**config.mk**
```make
export PLATFORM = sky130hd
export DESIGN_NAME = rpr_output
export DESIGN_NICKNAME = d
export VERILOG_FILES = /design/src/hdl/rpr_pkg.sv /design/src/hdl/rpr_output.sv
export SDC_FILE = /design/constraint.sdc
export NUM_CORES = 1
export LEC_CHECK = 0
export ABC_AREA = 1
export BUFFER_PORTS_ARGS = -buffer_cell sky130_fd_sc_hd__buf_2
export CORE_MARGIN = 4
export CORE_UTILIZATION = 40
export CTS_CLUSTER_DIAMETER = 200
export DETAILED_ROUTE_END_ITERATION = 12
export PLACE_DENSITY_LB_ADDON = 0.2
export SYNTH_ARGS = -nofsm -noshare
export SYNTH_HDL_FRONTEND = slang
export SYNTH_SLANG_ARGS = --single-unit
```
**constraint.sdc**
```tcl
create_clock -name clk -period 5.3 [get_ports clk]
set_clock_uncertainty 0.15 [all_clocks]
set_input_delay 1.06 -clock clk [delete_from_list [all_inputs] [get_ports clk]]
set_output_delay 1.06 -clock clk [all_outputs]
set_load 0.05 [all_outputs]
```
**src/hdl/rpr_pkg.sv**
```systemverilog
// Package of the rotary pair rotator: widths, codes, payload types and the
// arctangent table of the CORDIC. No dependencies.
package rpr_pkg;

  localparam int unsigned TABLE_DEPTH   = 64;
  localparam int unsigned IDX_W         = $clog2(TABLE_DEPTH);
  localparam int unsigned MAX_POSITIONS = 65536;
  localparam int unsigned CORDIC_STAGES = 24;
  localparam int unsigned XW            = 44;
  localparam int unsigned ZW            = 34;

  localparam logic [15:0] POS_MASK =
    (MAX_POSITIONS >= 65536) ? 16'hFFFF : 16'(MAX_POSITIONS - 1);
  localparam logic [31:0] GAIN_Q32 = 32'h9B74_EDA8;

  localparam logic OP_LOAD   = 1'b0;
  localparam logic OP_ROTATE = 1'b1;

  typedef enum logic [1:0] {
    QUAD_0, QUAD_90, QUAD_180, QUAD_270
  } rpr_quad_t;

  typedef struct packed {
    logic                 op;
    logic signed [XW-1:0] x;
    logic signed [XW-1:0] y;
    logic signed [ZW-1:0] z;
  } rpr_rot_t;

  function automatic logic [31:0] atan_turn(input logic [4:0] idx);
    logic [31:0] val;
    unique case (idx)
      5'd0:  val = 32'h2000_0000;
      5'd1:  val = 32'h12E4_051E;
      5'd2:  val = 32'h09FB_385B;
      5'd3:  val = 32'h0511_11D4;
      5'd4:  val = 32'h028B_0D43;
      5'd5:  val = 32'h0145_D7E1;
      5'd6:  val = 32'h00A2_F61E;
      5'd7:  val = 32'h0051_7C55;
      5'd8:  val = 32'h0028_BE53;
      5'd9:  val = 32'h0014_5F2F;
      5'd10: val = 32'h000A_2F98;
      5'd11: val = 32'h0005_17CC;
      5'd12: val = 32'h0002_8BE6;
      5'd13: val = 32'h0001_45F3;
      5'd14: val = 32'h0000_A2FA;
      5'd15: val = 32'h0000_517D;
      5'd16: val = 32'h0000_28BE;
      5'd17: val = 32'h0000_145F;
      5'd18: val = 32'h0000_0A30;
      5'd19: val = 32'h0000_0518;
      5'd20: val = 32'h0000_028C;
      5'd21: val = 32'h0000_0146;
      5'd22: val = 32'h0000_00A3;
      5'd23: val = 32'h0000_0051;
      5'd24: val = 32'h0000_0029;
      5'd25: val = 32'h0000_0014;
      5'd26: val = 32'h0000_000A;
      5'd27: val = 32'h0000_0005;
      5'd28: val = 32'h0000_0003;
      5'd29: val = 32'h0000_0001;
      5'd30: val = 32'h0000_0001;
      5'd31: val = 32'h0000_0000;
      default: val = 32'h0000_0000;
    endcase
    return val;
  endfunction

endpackage

```
**src/hdl/rpr_output.sv**
```systemverilog
// Output stage of the rotary pair rotator: rounding to Q16.16, saturation
// and the result register. Depends on rpr_pkg.
module rpr_output (
  input  logic                clk,
  input  logic                rst_n,
  input  logic                in_valid,
  output logic                in_ready,
  input  rpr_pkg::rpr_rot_t   in_data,
  output logic                out_tvalid,
  input  logic                out_tready,
  output logic [63:0]         out_tdata,
  output logic                out_tuser
);
  import rpr_pkg::*;

  logic                 valid_r;
  logic [31:0]          first_r, second_r;
  logic                 clip_r;
  logic signed [XW-1:0] xr, yr;
  logic [31:0]          first_nxt, second_nxt;
  logic                 clip_x, clip_y;

  function automatic logic [31:0] sat32(input logic signed [XW-1:0] v, output logic clip);
    logic [XW-9:0] t;
    t    = v[XW-1:8];
    clip = (t[XW-9:31] != {(XW-39){t[31]}});
    if (!clip) begin
      return t[31:0];
    end
    return t[XW-9] ? 32'h8000_0000 : 32'h7FFF_FFFF;
  endfunction

  assign xr       = in_data.x + XW'(128);
  assign yr       = in_data.y + XW'(128);
  assign in_ready = !valid_r || out_tready;

  always_comb begin
    first_nxt  = sat32(xr, clip_x);
    second_nxt = sat32(yr, clip_y);
  end

  always_ff @(posedge clk) begin
    if (!rst_n) begin
      valid_r <= 1'b0;
    end else if (in_ready) begin
      valid_r <= in_valid;
    end
  end

  always_ff @(posedge clk) begin
    if (in_ready && in_valid) begin
      if (in_data.op == OP_ROTATE) begin
        first_r  <= first_nxt;
        second_r <= second_nxt;
        clip_r   <= clip_x || clip_y;
      end else begin
        first_r  <= 32'h0000_0000;
        second_r <= 32'h0000_0000;
        clip_r   <= 1'b0;
      end
    end
  end

  assign out_tvalid = valid_r;
  assign out_tdata  = {second_r, first_r};
  assign out_tuser  = clip_r;

endmodule

```
==> qor.json <==
{
  "outcome": {"value": "finished clean"},
  "path_max_fanout": {"value": 32},
  "r2r-end": {"value": "first_r[16]"},
  "drt-total-wl": {"value": 12.6, "unit": "mm"},
  "fin_crit_sh": {"value": 69.5, "unit": "%"},
  "vdd_ir_drop_max": {"value": 150, "unit": "uV"},
  "antenna_cells_inserted": {"value": 0},
  "fp.coreArea": {"value": 0.0121, "unit": "mm2"},
  "hold_path_end": {"value": "out_tvalid"},
  "die-area": {"value": 0.0143, "unit": "mm2"},
  "fillerInstances": {"value": 1193},
  "timing_max_transition_violations_final": {"value": 0},
  "grt_pass1_vias": {"value": 4494},
  "syn-num-nets": {"value": 743},
  "criticalPathCategory": {"value": "input pin to flop"},
  "area.growth.synth_to_final": {"value": 22.7, "unit": "%"},
  "synthMuxAreaShare": {"value": 0, "unit": "%"},
  "detail-route-antenna-nets": {"value": 0},
  "worst_slack_at_placement": {"value": 1.24, "unit": "ns"},
  "dr.first_iter.drc_count": {"value": 267},
  "hpwlAfterDp": {"value": 10.1, "unit": "mm"},
  "cts_tree": {"value": "yes"},
  "drc": {"value": 0},
  "maximum_clock_frequency": {"value": 272, "unit": "MHz"},
  "path_clk_slew": {"value": 0.06, "unit": "ns"},
  "initial_antenna_violation_count": {"value": 0},
  "viasPerCell": {"value": 4.90},
  "routed_wire_length_per_instance": {"value": 13.7, "unit": "um"},
  "synth_top_cells_by_area": {"value": "sky130_fd_sc_hd__edfxtp_1, sky130_fd_sc_hd__nand2_1, sky130_fd_sc_hd__nand3_1"},
  "final_period_minus_worst_setup_slack": {"value": 3.68, "unit": "ns"},
  "worst_hold_launch": {"value": "out_tvalid"},
  "worst_r2r_startpoint": {"value": "out_tvalid"},
  "worst-r2r-cell-count": {"value": 2},
  "count_of_pins_on_the_block_boundary": {"value": 194},
  "clk_path_buf_depth": {"value": 2},
  "register_to_register_setup_slack": {"value": 3.07, "unit": "ns"},
  "cts-resized-gates": {"value": 0},
  "grt_setup_unrepaired": {"value": "false"},
  "clock_tree.htree_level_count": {"value": 3},
  "number_of_synthesized_flops_with_an_enable_pin": {"value": 65},
  "drive_gt1_share": {"value": 31.1, "unit": "%"},
  "synth_fa_ha_area_share": {"value": 0.504, "unit": "%"},
  "hold_violations": {"value": 0},
  "synth_compound_gate_area_share": {"value": 8.77, "unit": "%"},
  "clk-insertion-delay-late": {"value": 0.33, "unit": "ns"},
  "synth_top_cell_by_area": {"value": "sky130_fd_sc_hd__edfxtp_1"},
  "relSlewSlack": {"value": 27.6, "unit": "%"},
  "cts_buffers": {"value": 9},
  "place_congestion": {"value": 0.865},
  "drt_pre_antenna_iters": {"value": 4},
  "ys.warnings.count": {"value": 0},
  "synth_xor_xnor_area_share": {"value": 10.6, "unit": "%"},
  "effective_utilization_at_floorplan": {"value": 41.2, "unit": "%"},
  "ys_ff_latch": {"value": 66},
  "post_synth_inst_count": {"value": 614},
  "cts_hold_buf": {"value": 0},
  "power.static_leakage": {"value": 0.00243, "unit": "uW"},
  "syn-cell-area": {"value": 0.00497, "unit": "mm2"},
  "post-synth-top-area-fraction": {"value": 39.3, "unit": "%"},
  "globalRouteTotalUtil": {"value": 17.7, "unit": "%"},
  "data_required_time_of_the_worst_path": {"value": 5.19, "unit": "ns"},
  "layout.nets": {"value": 877},
  "synth_top_family_by_area": {"value": "simple AND/OR/NAND/NOR gates"},
  "cp-start-kind": {"value": "input pin"},
  "grt_start_max_net_pins": {"value": 66},
  "fraction_of_the_mapped_netlist_area_in_simple_logic_gates": {"value": 34.8, "unit": "%"},
  "synthFlopType": {"value": "sky130_fd_sc_hd__edfxtp_1"},
  "multi_input_area": {"value": 0.00273, "unit": "mm2"},
  "setup_tns": {"value": 0, "unit": "ns"},
  "class_of_the_tightest_hold_or_removal_check": {"value": "flop to flop"},
  "cellPowerDensity": {"value": 277, "unit": "mW/mm2"},
  "via_count": {"value": 4517},
  "postCtsSetupRepairBufs": {"value": 0},
  "grt_ovf": {"value": 0},
  "synth-seq-area-share": {"value": 39.7, "unit": "%"},
  "fp.dieH": {"value": 119, "unit": "um"},
  "grt_pass1_wl": {"value": 20.7, "unit": "mm"},
  "setup_violations": {"value": 0},
  "worstPathArrival": {"value": 3.57, "unit": "ns"},
  "async_reset_ff_share": {"value": 0, "unit": "%"},
  "die_w": {"value": 119, "unit": "um"},
  "worst_slack": {"value": 1.62, "unit": "ns"},
  "critical_path.endpoint_type": {"value": "flop"},
  "clock_sinks": {"value": 66},
  "root_buf_cell": {"value": "sky130_fd_sc_hd__clkbuf_16"},
  "sequential_standard_cell_area": {"value": 0.00197, "unit": "mm2"},
  "avgSynthCellArea": {"value": 8.09, "unit": "um2"},
  "max_cap_viol_count": {"value": 0},
  "worst_hold_path.num_cells": {"value": 2},
  "num_rows": {"value": 40},
  "max_slew.worst_pin.slew": {"value": 1.08, "unit": "ns"},
  "ys_types": {"value": 32},
  "io_buffer_count": {"value": 145}
}
cell usage in the layout (no fill, tap or decap):
cell                         netlist  layout
sky130_fd_sc_hd__a21boi_0          1       1
sky130_fd_sc_hd__a21oi_1          33      32
sky130_fd_sc_hd__a21oi_2          30      30
sky130_fd_sc_hd__a21oi_4           0       1
sky130_fd_sc_hd__buf_2             5     145
sky130_fd_sc_hd__buf_4             7       3
sky130_fd_sc_hd__bufinv_16         0       3
sky130_fd_sc_hd__clkbuf_16         0       9
sky130_fd_sc_hd__clkinv_2          1       3
sky130_fd_sc_hd__clkinvlp_4        0       1
sky130_fd_sc_hd__dfxtp_1           1       1
sky130_fd_sc_hd__edfxtp_1         65      65
sky130_fd_sc_hd__ha_1              2       2
sky130_fd_sc_hd__inv_1            24      23
sky130_fd_sc_hd__inv_2             1       2
sky130_fd_sc_hd__inv_6             0       1
sky130_fd_sc_hd__nand2_1         151     151
sky130_fd_sc_hd__nand2_2           8       8
sky130_fd_sc_hd__nand2_4           2       2
sky130_fd_sc_hd__nand3_1          85      85
sky130_fd_sc_hd__nand3_2           4       4
sky130_fd_sc_hd__nand3b_1          2       2
sky130_fd_sc_hd__nand3b_2          2       2
sky130_fd_sc_hd__nand4_1           9       9
sky130_fd_sc_hd__nor2_1           79      79
sky130_fd_sc_hd__nor2_2            8       8
sky130_fd_sc_hd__nor2_4            9       9
sky130_fd_sc_hd__nor2_8            1       1
sky130_fd_sc_hd__nor3_1            7       7
sky130_fd_sc_hd__nor3b_1           1       1
sky130_fd_sc_hd__nor4_1            1       1
sky130_fd_sc_hd__or2_2             2       2
sky130_fd_sc_hd__xnor2_1          30      30
sky130_fd_sc_hd__xor2_1           30      30
cell usage after synthesis (3+ instances only):
cell,instances
sky130_fd_sc_hd__nand2_2,8
sky130_fd_sc_hd__xor2_1,30
sky130_fd_sc_hd__clkbuf_1,7
sky130_fd_sc_hd__a21oi_2,30
sky130_fd_sc_hd__nor2_1,79
sky130_fd_sc_hd__nor2_4,9
sky130_fd_sc_hd__inv_1,24
sky130_fd_sc_hd__buf_6,3
sky130_fd_sc_hd__nor3_1,7
sky130_fd_sc_hd__edfxtp_1,65
sky130_fd_sc_hd__nand3_1,85
sky130_fd_sc_hd__nand3_2,4
sky130_fd_sc_hd__buf_8,3
sky130_fd_sc_hd__buf_2,5
sky130_fd_sc_hd__nand4_1,9
sky130_fd_sc_hd__nor2_2,8
sky130_fd_sc_hd__a21oi_1,33
sky130_fd_sc_hd__nand2_1,151
sky130_fd_sc_hd__xnor2_1,30
sky130_fd_sc_hd__buf_4,7
power breakdown:
group          switching (uW)  internal (uW)  total [uW]
logic                     286           97.0         383
clock network             221            459         679
registers                9.10            620         629
worst max-delay path by stage:
| stage | start | to | cells after the start |
|---|---|---|---|
| floorplan | in_valid | first_r[0] | 2 |
| global placement | in_data[85] | first_r[26] | 15 |
| detailed placement | in_data[85] | first_r[6] | 15 |
| CTS | in_data[85] | first_r[28] | 15 |
| global route | in_data[86] | first_r[17] | 15 |
| finish | in_data[85] | first_r[22] | 15 |
routing by layer:
metal / routed length, um / vias up / GRT usage [%]
met5: 0 / - / 0
met1: 5220 / 2032 / 20.9
li1: - / 2340 / -
met3: 695 / 16 / 3.75
met2: 6410 / 129 / 31.8
met4: 261 / 0 / 5.94
worst max-delay path, stage by stage:
cell,delay [ns]
sky130_fd_sc_hd__buf_2,0.10
sky130_fd_sc_hd__ha_1,0.17
sky130_fd_sc_hd__nand2_1,0.10
sky130_fd_sc_hd__nor2_4,0.18
sky130_fd_sc_hd__nand2_2,0.13
sky130_fd_sc_hd__nor2_4,0.18
sky130_fd_sc_hd__nand2_1,0.07
sky130_fd_sc_hd__nand2_1,0.05
sky130_fd_sc_hd__nand2_1,0.10
sky130_fd_sc_hd__nor2_1,0.12
sky130_fd_sc_hd__nand2_1,0.06
sky130_fd_sc_hd__nand2_2,0.43
sky130_fd_sc_hd__nand2_1,0.17
sky130_fd_sc_hd__nand2_2,0.49
sky130_fd_sc_hd__a21oi_1,0.15
stage by stage:
| stage | power, uW | hold WS, ns | cell area, um2 | cells | utilization, % |
|---|---|---|---|---|---|
| floorplan | 926 | 0.957 | 4970 | 614 | - |
| global placement | 1020 | 0.371 | 5750 | 905 | 47.7 |
| detailed placement | 1030 | 0.416 | 5750 | 905 | 47.7 |
| CTS | 1700 | 0.425 | 6100 | 921 | 50.5 |
| global route | 1760 | 0.481 | 6100 | 921 | 50.5 |
| finish | 1690 | 0.416 | 6100 | 921 | 50.5 |
cell families (layout without fill, tap and decap cells):
logic type               after synthesis  in the layout
adder cells (fa/ha/maj)                2              2
flip-flops                            66             66
buffers and inverters                 51            190
XOR/XNOR                              60             60
AO/OA/AOI/OAI                         64             64
AND/OR/NAND/NOR                      371            371
area by class of cell:
type / count / area share (%)
Sequential cell: 66 / 32.3
Timing Repair Buffer: 148 / 12.3
Clock buffer: 9 / 3.69
Multi-Input combinational cell: 497 / 44.7
Clock inverter: 7 / 1.91
Inverter: 26 / 1.62
Tap cell: 168 / 3.45
sequential cells by signal, indices dropped and copies added (netlist names):
signal      count
second_r       32
out_tvalid      1
out_tuser       1
first_r        32
No activity file was read; power rests on OpenSTA's default activity.
